## src/mfs_pkg.sv

```systemverilog
// Shared definitions for the motor fault supervisor: field widths, fault code words,
// register map and configuration reset values. No dependencies.
package mfs_pkg;

	localparam int unsigned ErrW  = 16;
	localparam int unsigned RpmW  = 13;
	localparam int unsigned TempW = 8;
	localparam int unsigned CurW  = 10;
	localparam int unsigned PubW  = 4;
	localparam int unsigned CntW  = 3;
	localparam int unsigned SlimW = 12;
	localparam int unsigned ClimW = 9;
	localparam int unsigned AddrW = 5;
	localparam int unsigned DataW = 32;

	// Critical fault codes
	localparam logic [ErrW-1:0] CodeEncErr   = 16'h0800;
	localparam logic [ErrW-1:0] CodeEncTol   = 16'h0020;
	localparam logic [ErrW-1:0] CodeVref     = 16'h0080;
	localparam logic [ErrW-1:0] CodeHall     = 16'h0200;
	// Recoverable fault codes
	localparam logic [ErrW-1:0] CodeOverV    = 16'h0001;
	localparam logic [ErrW-1:0] CodeUnderV   = 16'h0002;
	localparam logic [ErrW-1:0] CodeOverI    = 16'h0004;
	localparam logic [ErrW-1:0] CodeOverload = 16'h0008;
	localparam logic [ErrW-1:0] CodeEeprom   = 16'h0100;
	// Latched fault codes
	localparam logic [ErrW-1:0] CodeSpeed    = 16'h2000;
	localparam logic [ErrW-1:0] CodeHeat     = 16'h0400;

	localparam logic [CntW-1:0]  CntMax = 3'd7;
	localparam logic [PubW-1:0]  PubLegal = 4'd1;

	localparam logic [CntW-1:0]         RstRecLimit = 3'd5;
	localparam logic [SlimW-1:0]        RstSpeedLimit = 12'd2500;
	localparam logic signed [TempW-1:0] RstTempHigh = 8'sd85;
	localparam logic signed [TempW-1:0] RstTempLow = 8'sd60;
	localparam logic signed [TempW-1:0] RstTempCrit = 8'sd100;
	localparam logic [ClimW-1:0]        RstCurLimit = 9'd250;

	typedef enum logic [2:0] {
		REG_REC_LIMIT   = 3'd0,
		REG_SPEED_LIMIT = 3'd1,
		REG_TEMP_HIGH   = 3'd2,
		REG_TEMP_LOW    = 3'd3,
		REG_TEMP_CRIT   = 3'd4,
		REG_CUR_LIMIT   = 3'd5
	} reg_idx_t;

	typedef struct packed {
		logic [ErrW-1:0]         err_left;
		logic [ErrW-1:0]         err_right;
		logic signed [RpmW-1:0]  rpm_l;
		logic signed [RpmW-1:0]  rpm_r;
		logic signed [TempW-1:0] temp_l;
		logic signed [TempW-1:0] temp_r;
		logic signed [CurW-1:0]  cur_l;
		logic signed [CurW-1:0]  cur_r;
		logic [PubW-1:0]         publisher_count;
	} in_item_t;

	typedef struct packed {
		logic            estop;
		logic            publisher_stop;
		logic            halted;
		logic            slow_down;
		logic            restore_ramps;
		logic            parking_on;
		logic            parking_off;
		logic            reset_and_enable;
		logic            warn_temperature;
		logic            warn_speed;
		logic            warn_current;
		logic [CntW-1:0] fault_count;
	} out_item_t;

endpackage

```

## src/mfs_if.sv

```systemverilog
// Request channels of the motor fault supervisor: tick readings in, supervisor actions out.
// Depends on mfs_pkg for field widths.
interface mfs_in_if;
	import mfs_pkg::*;
	logic                    valid;
	logic                    ready;
	logic [ErrW-1:0]         err_left;
	logic [ErrW-1:0]         err_right;
	logic signed [RpmW-1:0]  rpm_l;
	logic signed [RpmW-1:0]  rpm_r;
	logic signed [TempW-1:0] temp_l;
	logic signed [TempW-1:0] temp_r;
	logic signed [CurW-1:0]  cur_l;
	logic signed [CurW-1:0]  cur_r;
	logic [PubW-1:0]         publisher_count;

	modport source (output valid, err_left, err_right, rpm_l, rpm_r, temp_l,
		temp_r, cur_l, cur_r, publisher_count, input ready);
	modport sink (input valid, err_left, err_right, rpm_l, rpm_r, temp_l,
		temp_r, cur_l, cur_r, publisher_count, output ready);
endinterface

interface mfs_out_if;
	import mfs_pkg::*;
	logic            valid;
	logic            ready;
	logic            estop;
	logic            publisher_stop;
	logic            halted;
	logic            slow_down;
	logic            restore_ramps;
	logic            parking_on;
	logic            parking_off;
	logic            reset_and_enable;
	logic            warn_temperature;
	logic            warn_speed;
	logic            warn_current;
	logic [CntW-1:0] fault_count;

	modport source (output valid, estop, publisher_stop, halted, slow_down,
		restore_ramps, parking_on, parking_off, reset_and_enable, warn_temperature,
		warn_speed, warn_current, fault_count, input ready);
	modport sink (input valid, estop, publisher_stop, halted, slow_down,
		restore_ramps, parking_on, parking_off, reset_and_enable, warn_temperature,
		warn_speed, warn_current, fault_count, output ready);
endinterface

```

## src/motor_fault_supervisor_top.sv

```systemverilog
// Motor fault supervisor top level: input register, tick classification, result register.
// Depends on mfs_pkg and the request channel interfaces in mfs_if.sv.
//
// Usage: each monitor tick is one request on in_ch (fault codes, speeds, temperatures,
// currents, publisher count); each tick yields exactly one request on out_ch with the
// actions and warnings for that tick. Both channels move a request when valid and ready
// are high at a rising edge of clk.
// The result is registered: a tick passes the input register, then the result register.
// Throughput: one tick per cycle when not stalled; the fault latches and the recoverable
// count update as the tick moves into the result register, so the next tick sees them.
// Stall: while out_ch.ready is low the result holds; one more tick may be taken into the
// input register, after which in_ch.ready drops until the result is taken.
// Reset (arst_n low): latches, count and halt flag clear, thresholds return to their
// defaults, both stages empty. Once halted the block keeps answering each tick with
// halted set and the frozen count until the next reset. APB: registers at byte addresses
// 0x00..0x14, to be written only while no tick is in flight (the user's duty, unchecked).
module motor_fault_supervisor_top (
	input  logic                  clk,
	input  logic                  arst_n,
	input  logic                  psel,
	input  logic                  penable,
	input  logic                  pwrite,
	input  logic [mfs_pkg::AddrW-1:0] paddr,
	input  logic [mfs_pkg::DataW-1:0] pwdata,
	output logic [mfs_pkg::DataW-1:0] prdata,
	output logic                  pready,
	mfs_in_if.sink                in_ch,
	mfs_out_if.source             out_ch
);
	import mfs_pkg::*;

	logic [CntW-1:0]         rec_limit_q;
	logic [SlimW-1:0]        speed_limit_q;
	logic signed [TempW-1:0] temp_high_q;
	logic signed [TempW-1:0] temp_low_q;
	logic signed [TempW-1:0] temp_crit_q;
	logic [ClimW-1:0]        cur_limit_q;

	logic            ovh_q;
	logic            spd_q;
	logic [CntW-1:0] cnt_q;
	logic            halted_q;

	in_item_t  item_s1;
	logic      valid_s1;
	out_item_t res_s2;
	logic      valid_s2;

	out_item_t       res_d;
	logic            ovh_d;
	logic            spd_d;
	logic [CntW-1:0] cnt_d;
	logic            halted_d;

	logic     advance;
	logic     cfg_wr;
	reg_idx_t cfg_idx;

	function automatic logic [RpmW-1:0] mag_rpm(input logic signed [RpmW-1:0] v);
		mag_rpm = v[RpmW-1] ? RpmW'(-v) : RpmW'(v);
	endfunction

	function automatic logic [CurW-1:0] mag_cur(input logic signed [CurW-1:0] v);
		mag_cur = v[CurW-1] ? CurW'(-v) : CurW'(v);
	endfunction

	function automatic logic either_is(input logic [ErrW-1:0] a, input logic [ErrW-1:0] b,
		input logic [ErrW-1:0] code);
		either_is = (a == code) || (b == code);
	endfunction

	// Configuration port
	assign pready  = 1'b1;
	assign cfg_wr  = psel && penable && pwrite;
	assign cfg_idx = reg_idx_t'(paddr[AddrW-1:2]);

	always_ff @(posedge clk or negedge arst_n) begin
		if (!arst_n) begin
			rec_limit_q   <= RstRecLimit;
			speed_limit_q <= RstSpeedLimit;
			temp_high_q   <= RstTempHigh;
			temp_low_q    <= RstTempLow;
			temp_crit_q   <= RstTempCrit;
			cur_limit_q   <= RstCurLimit;
		end else if (cfg_wr) begin
			case (cfg_idx)
				REG_REC_LIMIT:   rec_limit_q   <= pwdata[CntW-1:0];
				REG_SPEED_LIMIT: speed_limit_q <= pwdata[SlimW-1:0];
				REG_TEMP_HIGH:   temp_high_q   <= pwdata[TempW-1:0];
				REG_TEMP_LOW:    temp_low_q    <= pwdata[TempW-1:0];
				REG_TEMP_CRIT:   temp_crit_q   <= pwdata[TempW-1:0];
				REG_CUR_LIMIT:   cur_limit_q   <= pwdata[ClimW-1:0];
				default: ;
			endcase
		end
	end

	always_comb begin
		case (cfg_idx)
			REG_REC_LIMIT:   prdata = DataW'(rec_limit_q);
			REG_SPEED_LIMIT: prdata = DataW'(speed_limit_q);
			REG_TEMP_HIGH:   prdata = DataW'($unsigned(temp_high_q));
			REG_TEMP_LOW:    prdata = DataW'($unsigned(temp_low_q));
			REG_TEMP_CRIT:   prdata = DataW'($unsigned(temp_crit_q));
			REG_CUR_LIMIT:   prdata = DataW'(cur_limit_q);
			default:         prdata = '0;
		endcase
	end

	// Handshake
	assign advance      = !valid_s2 || out_ch.ready;
	assign in_ch.ready  = !valid_s1 || advance;

	always_ff @(posedge clk) begin
		if (in_ch.valid && in_ch.ready) begin
			item_s1.err_left        <= in_ch.err_left;
			item_s1.err_right       <= in_ch.err_right;
			item_s1.rpm_l           <= in_ch.rpm_l;
			item_s1.rpm_r           <= in_ch.rpm_r;
			item_s1.temp_l          <= in_ch.temp_l;
			item_s1.temp_r          <= in_ch.temp_r;
			item_s1.cur_l           <= in_ch.cur_l;
			item_s1.cur_r           <= in_ch.cur_r;
			item_s1.publisher_count <= in_ch.publisher_count;
		end
		if (advance && valid_s1) begin
			res_s2 <= res_d;
		end
	end

	always_ff @(posedge clk or negedge arst_n) begin
		if (!arst_n) begin
			valid_s1 <= 1'b0;
			valid_s2 <= 1'b0;
			ovh_q    <= 1'b0;
			spd_q    <= 1'b0;
			cnt_q    <= '0;
			halted_q <= 1'b0;
		end else begin
			if (in_ch.ready) begin
				valid_s1 <= in_ch.valid;
			end
			if (advance) begin
				valid_s2 <= valid_s1;
			end
			if (advance && valid_s1) begin
				ovh_q    <= ovh_d;
				spd_q    <= spd_d;
				cnt_q    <= cnt_d;
				halted_q <= halted_d;
			end
		end
	end

	// Tick classification
	always_comb begin
		logic [ErrW-1:0]         el;
		logic [ErrW-1:0]         er;
		logic [RpmW-1:0]         mrl;
		logic [RpmW-1:0]         mrr;
		logic [CurW-1:0]         mcl;
		logic [CurW-1:0]         mcr;
		logic signed [RpmW-1:0]  slim_s;
		logic [RpmW-1:0]         slim_u;
		logic [CurW-1:0]         clim_u;
		logic                    crit;
		logic                    recov;
		logic [CntW-1:0]         cnt_inc;
		logic                    stop;

		el      = item_s1.err_left;
		er      = item_s1.err_right;
		mrl     = mag_rpm(item_s1.rpm_l);
		mrr     = mag_rpm(item_s1.rpm_r);
		mcl     = mag_cur(item_s1.cur_l);
		mcr     = mag_cur(item_s1.cur_r);
		slim_u  = RpmW'(speed_limit_q);
		slim_s  = $signed(slim_u);
		clim_u  = CurW'(cur_limit_q);
		crit    = either_is(el, er, CodeEncErr) || either_is(el, er, CodeEncTol) ||
			either_is(el, er, CodeVref) || either_is(el, er, CodeHall);
		recov   = either_is(el, er, CodeOverV) || either_is(el, er, CodeUnderV) ||
			either_is(el, er, CodeOverI) || either_is(el, er, CodeOverload) ||
			either_is(el, er, CodeEeprom);
		cnt_inc = (cnt_q == CntMax) ? cnt_q : cnt_q + 1'b1;
		stop    = 1'b0;

		res_d    = '0;
		ovh_d    = ovh_q;
		spd_d    = spd_q;
		cnt_d    = cnt_q;
		halted_d = halted_q;

		if (halted_q) begin
			res_d.halted      = 1'b1;
			res_d.fault_count = cnt_q;
		end else begin
			if ((el != '0) || (er != '0)) begin
				if (crit) begin
					stop = 1'b1;
				end else if (recov) begin
					cnt_d = cnt_inc;
					stop  = (cnt_inc >= rec_limit_q);
				end
				if (stop) begin
					res_d.estop = 1'b1;
					halted_d    = 1'b1;
				end else begin
					if (either_is(el, er, CodeSpeed)) begin
						spd_d           = 1'b1;
						res_d.slow_down = (item_s1.rpm_l > slim_s) ||
							(item_s1.rpm_r > slim_s);
					end
					if (either_is(el, er, CodeHeat)) begin
						ovh_d            = 1'b1;
						res_d.parking_on = (item_s1.temp_l > temp_crit_q) ||
							(item_s1.temp_r > temp_crit_q);
					end
					res_d.reset_and_enable = 1'b1;
				end
			end else begin
				if (spd_q && (mrl < slim_u) && (mrr < slim_u)) begin
					res_d.restore_ramps = 1'b1;
					spd_d               = 1'b0;
				end
				if (ovh_q && (item_s1.temp_l < temp_high_q) &&
					(item_s1.temp_r < temp_high_q)) begin
					res_d.parking_off = 1'b1;
					ovh_d             = 1'b0;
				end
				cnt_d = '0;
			end

			res_d.warn_temperature = (item_s1.temp_l > temp_high_q) ||
				(item_s1.temp_r > temp_high_q) || (item_s1.temp_l < temp_low_q) ||
				(item_s1.temp_r < temp_low_q);
			res_d.warn_speed   = (mrl > slim_u) || (mrr > slim_u);
			res_d.warn_current = (mcl > clim_u) || (mcr > clim_u);

			if (item_s1.publisher_count != PubLegal) begin
				res_d.publisher_stop = 1'b1;
				halted_d             = 1'b1;
			end
			res_d.halted      = halted_d;
			res_d.fault_count = cnt_d;
		end
	end

	assign out_ch.valid            = valid_s2;
	assign out_ch.estop            = res_s2.estop;
	assign out_ch.publisher_stop   = res_s2.publisher_stop;
	assign out_ch.halted           = res_s2.halted;
	assign out_ch.slow_down        = res_s2.slow_down;
	assign out_ch.restore_ramps    = res_s2.restore_ramps;
	assign out_ch.parking_on       = res_s2.parking_on;
	assign out_ch.parking_off      = res_s2.parking_off;
	assign out_ch.reset_and_enable = res_s2.reset_and_enable;
	assign out_ch.warn_temperature = res_s2.warn_temperature;
	assign out_ch.warn_speed       = res_s2.warn_speed;
	assign out_ch.warn_current     = res_s2.warn_current;
	assign out_ch.fault_count      = res_s2.fault_count;

endmodule

```

## src/flat_wrapper.sv

```systemverilog
// flat-port wrapper written by rule: the top's interface ports become plain ports
module motor_fault_supervisor_top_flat import mfs_pkg::*;
  (clk, arst_n, psel, penable, pwrite, paddr, pwdata, prdata, pready, in_ch_valid, in_ch_err_left, in_ch_err_right, in_ch_rpm_l, in_ch_rpm_r, in_ch_temp_l, in_ch_temp_r, in_ch_cur_l, in_ch_cur_r, in_ch_publisher_count, in_ch_ready, out_ch_valid, out_ch_estop, out_ch_publisher_stop, out_ch_halted, out_ch_slow_down, out_ch_restore_ramps, out_ch_parking_on, out_ch_parking_off, out_ch_reset_and_enable, out_ch_warn_temperature, out_ch_warn_speed, out_ch_warn_current, out_ch_fault_count, out_ch_ready);
  mfs_in_if in_ch_i ();
  mfs_out_if out_ch_i ();
  input  logic clk;
  input  logic arst_n;
  input  logic psel;
  input  logic penable;
  input  logic pwrite;
  input  logic [mfs_pkg::AddrW-1:0] paddr;
  input  logic [mfs_pkg::DataW-1:0] pwdata;
  output logic [mfs_pkg::DataW-1:0] prdata;
  output logic pready;
  input wire logic [$bits(in_ch_i.valid)-1:0] in_ch_valid;
  input wire logic [$bits(in_ch_i.err_left)-1:0] in_ch_err_left;
  input wire logic [$bits(in_ch_i.err_right)-1:0] in_ch_err_right;
  input wire logic [$bits(in_ch_i.rpm_l)-1:0] in_ch_rpm_l;
  input wire logic [$bits(in_ch_i.rpm_r)-1:0] in_ch_rpm_r;
  input wire logic [$bits(in_ch_i.temp_l)-1:0] in_ch_temp_l;
  input wire logic [$bits(in_ch_i.temp_r)-1:0] in_ch_temp_r;
  input wire logic [$bits(in_ch_i.cur_l)-1:0] in_ch_cur_l;
  input wire logic [$bits(in_ch_i.cur_r)-1:0] in_ch_cur_r;
  input wire logic [$bits(in_ch_i.publisher_count)-1:0] in_ch_publisher_count;
  output wire logic [$bits(in_ch_i.ready)-1:0] in_ch_ready;
  output wire logic [$bits(out_ch_i.valid)-1:0] out_ch_valid;
  output wire logic [$bits(out_ch_i.estop)-1:0] out_ch_estop;
  output wire logic [$bits(out_ch_i.publisher_stop)-1:0] out_ch_publisher_stop;
  output wire logic [$bits(out_ch_i.halted)-1:0] out_ch_halted;
  output wire logic [$bits(out_ch_i.slow_down)-1:0] out_ch_slow_down;
  output wire logic [$bits(out_ch_i.restore_ramps)-1:0] out_ch_restore_ramps;
  output wire logic [$bits(out_ch_i.parking_on)-1:0] out_ch_parking_on;
  output wire logic [$bits(out_ch_i.parking_off)-1:0] out_ch_parking_off;
  output wire logic [$bits(out_ch_i.reset_and_enable)-1:0] out_ch_reset_and_enable;
  output wire logic [$bits(out_ch_i.warn_temperature)-1:0] out_ch_warn_temperature;
  output wire logic [$bits(out_ch_i.warn_speed)-1:0] out_ch_warn_speed;
  output wire logic [$bits(out_ch_i.warn_current)-1:0] out_ch_warn_current;
  output wire logic [$bits(out_ch_i.fault_count)-1:0] out_ch_fault_count;
  input wire logic [$bits(out_ch_i.ready)-1:0] out_ch_ready;
  assign in_ch_i.valid = in_ch_valid;
  assign in_ch_i.err_left = in_ch_err_left;
  assign in_ch_i.err_right = in_ch_err_right;
  assign in_ch_i.rpm_l = in_ch_rpm_l;
  assign in_ch_i.rpm_r = in_ch_rpm_r;
  assign in_ch_i.temp_l = in_ch_temp_l;
  assign in_ch_i.temp_r = in_ch_temp_r;
  assign in_ch_i.cur_l = in_ch_cur_l;
  assign in_ch_i.cur_r = in_ch_cur_r;
  assign in_ch_i.publisher_count = in_ch_publisher_count;
  assign in_ch_ready = in_ch_i.ready;
  assign out_ch_valid = out_ch_i.valid;
  assign out_ch_estop = out_ch_i.estop;
  assign out_ch_publisher_stop = out_ch_i.publisher_stop;
  assign out_ch_halted = out_ch_i.halted;
  assign out_ch_slow_down = out_ch_i.slow_down;
  assign out_ch_restore_ramps = out_ch_i.restore_ramps;
  assign out_ch_parking_on = out_ch_i.parking_on;
  assign out_ch_parking_off = out_ch_i.parking_off;
  assign out_ch_reset_and_enable = out_ch_i.reset_and_enable;
  assign out_ch_warn_temperature = out_ch_i.warn_temperature;
  assign out_ch_warn_speed = out_ch_i.warn_speed;
  assign out_ch_warn_current = out_ch_i.warn_current;
  assign out_ch_fault_count = out_ch_i.fault_count;
  assign out_ch_i.ready = out_ch_ready;
  motor_fault_supervisor_top u_core (.clk(clk), .arst_n(arst_n), .psel(psel), .penable(penable), .pwrite(pwrite), .paddr(paddr), .pwdata(pwdata), .prdata(prdata), .pready(pready), .in_ch(in_ch_i), .out_ch(out_ch_i));
endmodule
```

## config.mk

```make
export PLATFORM = sky130hd
export DESIGN_NAME = motor_fault_supervisor_top_flat
export DESIGN_NICKNAME = d
export VERILOG_FILES = /design/src/mfs_pkg.sv /design/src/mfs_if.sv /design/src/motor_fault_supervisor_top.sv /design/src/flat_wrapper.sv
export SDC_FILE = /design/constraint.sdc
export NUM_CORES = 1
export LEC_CHECK = 0
export BUFFER_PORTS_ARGS = -buffer_cell sky130_fd_sc_hd__buf_4
export CAP_MARGIN = 15
export CORE_UTILIZATION = 35
export DETAILED_ROUTE_END_ITERATION = 12
export PLACE_DENSITY = 0.59
export SLEW_MARGIN = 0
export SYNTH_ARGS = -nofsm -noshare
export SYNTH_HDL_FRONTEND = slang
export SYNTH_SLANG_ARGS = --single-unit
```

## constraint.sdc

```tcl
create_clock -name clk -period 3.4 [get_ports clk]
set_clock_uncertainty 0.1 [all_clocks]
set_input_delay 0.17 -clock clk [delete_from_list [all_inputs] [get_ports clk]]
set_output_delay 0.17 -clock clk [all_outputs]
set_load 0.02 [all_outputs]
```

After elaboration in Yosys (flattened, before gate mapping)
Index checks and enable logic that the tools add are counted.
{"block": "totals", "input_bits": 142, "word_cells": 176, "regBits": 168, "output_inout_bits": 49}
{"block": "op_classes", "n_eq_ne": 32, "muxes": 30, "n_bitwise": 4, "addsub": 5, "order_cmp": 17, "n_reduce_logical": 55}
{"cell": "$pmux 12 s6", "count": 1}
{"cell": "$eq 16x1->1 const B", "count": 2}
{"cell": "$eq 16x10->1 const B", "count": 2}
{"cell": "$eq 16x11->1 const B", "count": 2}
{"cell": "$eq 16x12->1 const B", "count": 2}
{"cell": "$eq 16x14->1 const B", "count": 2}
{"cell": "$eq 16x2->1 const B", "count": 2}
{"cell": "$eq 16x3->1 const B", "count": 2}
{"cell": "$eq 16x4->1 const B", "count": 2}
{"cell": "$eq 16x6->1 const B", "count": 2}
{"cell": "$eq 16x8->1 const B", "count": 2}
{"cell": "$eq 16x9->1 const B", "count": 2}
{"cell": "$gt 8x8->1", "count": 4}
{"cell": "$lt 8x8->1", "count": 4}
{"cell": "$reduce_bool 16->1", "count": 2}
{"cell": "$logic_or 1x1->1", "count": 28}
{"cell": "$gt 13x12->1", "count": 2}
{"cell": "$gt 13x13->1", "count": 2}
{"cell": "$lt 13x12->1", "count": 2}
{"cell": "$mux 13", "count": 2}
{"cell": "$neg 13->13", "count": 2}
{"cell": "$gt 10x9->1", "count": 2}
{"cell": "$mux 1", "count": 20}
{"cell": "$mux 10", "count": 2}
{"cell": "18 further kinds", "count": 48}

Depth between registers and ports, before layout
{"block": "logic_depth", "ltp_word": 14, "mapped_depth": 13, "mapped_depth_nobuf": 13}

Worst setup path before layout
No wires, ideal clock.
{"block": "synth_path", "path_type": "reg-to-reg", "start": "reg u_core.valid_s2 (netlist: u_core.out_ch.valid)", "end": "reg u_core.item_s1[0] in the netlist's numbering (enable)", "setup_slack_ns": -0.218, "path_buffers": 0, "t_arrival_ns": 3.051, "required_time_ns": 2.833, "setup_time_ns": 0.467, "period_less_slack_ns": 3.618, "stages_incl_launch_ff": 3, "path_cell_list": "dfrtp_1 nand3b_1 and2_1"}
{"block": "synth_via", "elab_chain_len": 4}
{"item": "from (decl)", "line": "motor_fault_supervisor_top.sv:47", "rtl": "logic valid_s2;"}
{"item": "from (signal assigned)", "line": "motor_fault_supervisor_top.sv:144", "rtl": "valid_s2 <= valid_s1;"}
{"item": "$logic_not 1->1", "line": "motor_fault_supervisor_top.sv:111", "rtl": "assign advance = !valid_s2 || out_ch.ready;"}
{"item": "$logic_or 1x1->1", "line": "motor_fault_supervisor_top.sv:111"}
{"item": "$logic_or 1x1->1", "line": "motor_fault_supervisor_top.sv:112", "rtl": "assign in_ch.ready = !valid_s1 || advance;"}
{"item": "net in_ch_ready", "line": "flat_wrapper.sv:25", "rtl": "output wire logic [$bits(in_ch_i.ready)-1:0] in_ch_ready;"}
{"item": "$logic_and 1x1->1", "line": "motor_fault_supervisor_top.sv:115", "rtl": "if (in_ch.valid && in_ch.ready) begin"}
{"item": "to (decl)", "line": "motor_fault_supervisor_top.sv:44", "rtl": "in_item_t item_s1;"}
The timed path passes the listed nets, and every way through them passes these cells.
A chain may end at the register's enable or synchronous reset.

Worst setup path in the final report
{"block": "layout_path", "start": "reg u_core.item_s1[41] in the netlist's numbering", "end": "reg u_core.res_s2, in the netlist u_core.out_ch.warn_speed (data pin)"}
{"block": "layout_via", "elab_chain_len": 4}
{"item": "$neg 13->13", "line": "motor_fault_supervisor_top.sv:60", "rtl": "mag_rpm = v[RpmW-1] ? RpmW'(-v) : RpmW'(v);"}
{"item": "$mux 13 (*)", "line": "motor_fault_supervisor_top.sv:60"}
{"item": "$gt 13x12->1 (*)", "line": "motor_fault_supervisor_top.sv:237", "rtl": "res_d.warn_speed = (mrl > slim_u) || (mrr > slim_u);"}
{"item": "$logic_or 1x1->1 (*)", "line": "motor_fault_supervisor_top.sv:237"}
{"item": "to (signal assigned)", "line": "motor_fault_supervisor_top.sv:127", "rtl": "res_s2 <= res_d;"}
{"item": "to (decl)", "line": "motor_fault_supervisor_top.sv:46", "rtl": "out_item_t res_s2;"}
Mark *: on every way between the ends. The rest lies on a longest branch, timed or not.

==> impl_metrics.sql <==
INSERT INTO impl_metrics (metric_group, metric, value, unit) VALUES
('run_status', 'outcome', 'complete, no violations', ''),
('pwr', 'internal_power', '4.372', 'mW'),
('hold_path', 'worstHoldPathType', 'in2reg', ''),
('synthesis', 'distinct_cells_synth', '67', ''),
('grt', 'groute.usage.overall', '18.23', '%'),
('pwr', 'p_sw', '2.000', 'mW'),
('synthesis', 'syn_area_per_cell', '10.82', 'um^2'),
('layout', 'regArea', '4795', 'um^2'),
('route', 'drt_first_pass_iters', '5', ''),
('layout', 'n_fill_cell', '2566', ''),
('place', 'portBuffers', '147', ''),
('route', 'route.antenna.remaining_nets', '0', ''),
('timing', 'final_hold_slack', '0.1153', 'ns'),
('route', 'overall_via_count_from_detail_route', '8003', ''),
('floorplan', 'design.core.area', '28090', 'um^2'),
('timing', 'setup_viol', '0', ''),
('critical_path', 'r2r_cells', '12', ''),
('pwr', 'pwr_density_cell', '471.8', 'nW/um^2'),
('layout', 'multi_input_area', '5012', 'um^2'),
('place', 'placement.cell_area', '11640', 'um^2'),
('critical_path', 'chain_of_cells_forming_the_critical_path', 'inv_2 > ha_4 > or3b_4 > nand2b_4 > o31ai_4 > xnor2_2 > ha_1 > nand3_2 > or3_4 > or4b_4 > nand2_2 > a21oi_2', ''),
('floorplan', 'initial_utilization', '35.99', '%'),
('route', 'routedWlPerCell', '16.47', 'um'),
('layout', 'layout-drive-gt1-share', '21.39', '%'),
('floorplan', 'floorplan.rows', '61', ''),
('timing', 'fin_crit_sh', '98.60', '%'),
('timing', 'rsz0062_at_grt', 'yes', ''),
('synthesis', 'synth_ff_type', 'sky130_fd_sc_hd__edfxtp_1', ''),
('pwr', 'vdd_ir_drop_max', '0.3451', 'mV'),
('synthesis', 'post_synth_instance_area', '10110', 'um^2'),
('synthesis', 'synth_seq_area_share', '47.43', '%'),
('layout', 'fin_nets', '1472', ''),
('floorplan', 'fp.dieW', '171.9', 'um'),
('clock_network', 'clk_transition_reported_paths', '0.07', 'ns'),
('floorplan', 'floorplan.die_area', '29570', 'um^2'),
('timing', 'final-hold-violation-count', '0', ''),
('synthesis', 'synth_warnings', '0', ''),
('job', 'drv.max_cap_violation_count', '0', ''),
('synthesis', 'synth.largest_area_cell', 'sky130_fd_sc_hd__edfxtp_1', ''),
('clock_network', 'ctsRootBufferMaster', 'sky130_fd_sc_hd__clkbuf_16', ''),
('route', 'drt_first_iter_violations', '347', ''),
('critical_path', 'timing.critical_path.fanout_max', '3', ''),
('clock_network', 'number_of_h_tree_branching_levels', '4', ''),
('critical_path', 'slowest_delay', '0.52', 'ns'),
('critical_path', 'cp_data_arrival_time', '3.42', 'ns'),
('grt', 'first_global_vias', '7768', ''),
('pwr', 'clkPwrFrac', '31.0', '%'),
('grt', 'grt_pass1_wl', '40460', 'um'),
('timing', 'timing.fmax', '298.3', 'MHz'),
('synthesis', 'synth_top_cell_area_share', '33.27', '%'),
('critical_path', 'cp.required', '3.47', 'ns'),
('critical_path', 'r2r_setup_slack', '0.05', 'ns'),
('grt', 'grt_antenna_before_repair', '0', ''),
('clock_network', 'cts_tree', 'yes', ''),
('synthesis', 'synthMostInstantiatedCell', 'sky130_fd_sc_hd__ha_1', ''),
('timing', 'layout_min_cycle_time', '3.352', 'ns'),
('floorplan', 'io-pin-count', '191', ''),
('place', 'dp.final_hpwl', '19180', 'um'),
('grt', 'grt_ovf', '0', ''),
('critical_path', 'setup.worst_path.start_class', 'flop', ''),
('synthesis', 'synth-edff-count', '112', ''),
('floorplan', 'die_h', '171.9', 'um'),
('hold_path', 'worstHoldEndpoint', 'u_core.speed_limit_q[2]', ''),
('clock_network', 'clk_latency', '0.44', 'ns'),
('critical_path', 'crit_slowest_cell', 'sky130_fd_sc_hd__or4b_4', ''),
('hold_path', 'hp-start', 'penable', ''),
('route', 'routed_wirelength', '26410', 'um'),
('timing', 'tightest_slew', '0.8339', 'ns'),
('synthesis', 'syn-instance-count', '934', ''),
('clock_network', 'cts_num_sinks', '168', ''),
('critical_path', 'r2r-end', 'u_core.out_ch.warn_speed', '');
[through the flow]
stage          total power, mW  util (%)  cells  setup TNS (ns)
5_1_grt                  6.761     48.08   1603         -0.1143
2_1_floorplan            3.698         -    953               0
4_1_cts                  6.384     47.62   1597               0
6_report                 6.372     48.08   1603               0
3_5_place_dp             4.280     41.45   1451        -0.03425
3_3_place_gp             4.242     41.45   1451               0
[critical path, delay by kind of cell (launching register included)]
family	cells	cell delay, ns
XOR/XNOR	1	0.11
AO/OA/AOI/OAI	2	0.32
buffers and inverters	1	0.11
flip-flops	1	0.42
adder cells (fa/ha/maj)	2	0.45
AND/OR/NAND/NOR	6	1.58
[how the worst max path moves through the flow]
| stage | from | end | cells past startpoint |
|---|---|---|---|
| after floorplan | u_core.item_s1[41] | u_core.out_ch.warn_speed | 12 |
| after global placement | u_core.item_s1[40] | u_core.out_ch.warn_speed | 12 |
| after detailed placement | u_core.item_s1[40] | u_core.out_ch.warn_speed | 12 |
| after CTS | u_core.item_s1[40] | u_core.out_ch.warn_speed | 12 |
| after global routing | u_core.item_s1[41] | u_core.out_ch.warn_speed | 12 |
| final | u_core.item_s1[41] | u_core.out_ch.warn_speed | 12 |
[cell families (layout without fill, tap and decap cells)]
kind of cell               Yosys count  count (layout)  synth area share, %
AOI/OAI and AO/OA                  206             206                13.02
xor gates and xnor gates            39              39                3.379
adders and majority gates          118             118                14.61
buffers and inverters              105             377                4.679
DFF                                168             168                47.43
muxes                               29              29                3.094
other                                2              21              0.07429
and+or+nand+nor                    267             267                13.71
[sequential cells by signal, indices dropped and copies added (netlist names), 3 cells and up]
signal                     flops
u_core.temp_high_q             8
u_core.cnt_q                   3
u_core.item_s1                98
u_core.speed_limit_q          12
u_core.temp_low_q              8
u_core.temp_crit_q             8
u_core.cur_limit_q             9
u_core.out_ch.fault_count      3
u_core.rec_limit_q             3
[timing repair]
action / 4_1_cts / 5_1_grt
gates cloned: 0 / 0
hold buffers: 114 / 0
pin swaps: 0 / 9
endpoints found under the setup margin: 1 / 3
resized for setup: 2 / 17
buffers inserted: 0 / 6
endpoints found under the hold margin: 180 / 0
[routing by layer]
layer / up-vias / global-route usage (%) / part of all wire, %
met2: 173 / 31.80 / 50
met5: - / 0 / 0
li1: 3982 / - / -
met3: 19 / 3.845 / 3.8
met1: 3829 / 22.75 / 45
met4: 0 / 4.733 / 0.94
[layout by cell type, fill, tap and decap left out, drive strengths merged, types with 7 or more instances in the layout]
cell / n
a21o: 7
a21oi: 35
a22oi: 9
buf: 165
clkbuf: 20
conb: 21
dfrtp: 32
dfstp: 24
dlygate4sd3: 114
edfxtp: 112
ha: 118
inv: 70
mux2: 18
mux2i: 11
nand2: 85
nand2b: 19
nand3: 15
nand4: 15
nor2: 44
nor2b: 13
nor3: 15
nor4: 11
o211ai: 12
o21ai: 77
o22ai: 8
o31ai: 18
or3: 8
or4: 7
xnor2: 34
[area by class of cell]
| cell class | count | share of cell area, % |
|---|---|---|
| Tap cell | 378 | 3.502 |
| Sequential cell | 168 | 35.50 |
| Timing Repair Buffer | 279 | 17.72 |
| Multi-Input combinational cell | 680 | 37.12 |
| Inverter | 66 | 1.835 |
| Clock inverter | 12 | 1.019 |
| Clock buffer | 20 | 3.308 |
[power groups by stage]
stage	clock (mW)	sequential, mW	combinational, mW
after floorplan	0	2.62	1.08
after global placement	0	2.66	1.58
after detailed placement	0	2.67	1.61
after CTS	2.03	2.63	1.73
after global routing	2.11	2.66	1.99
final	1.98	2.64	1.76
Power figures use the tool's default switching activity.
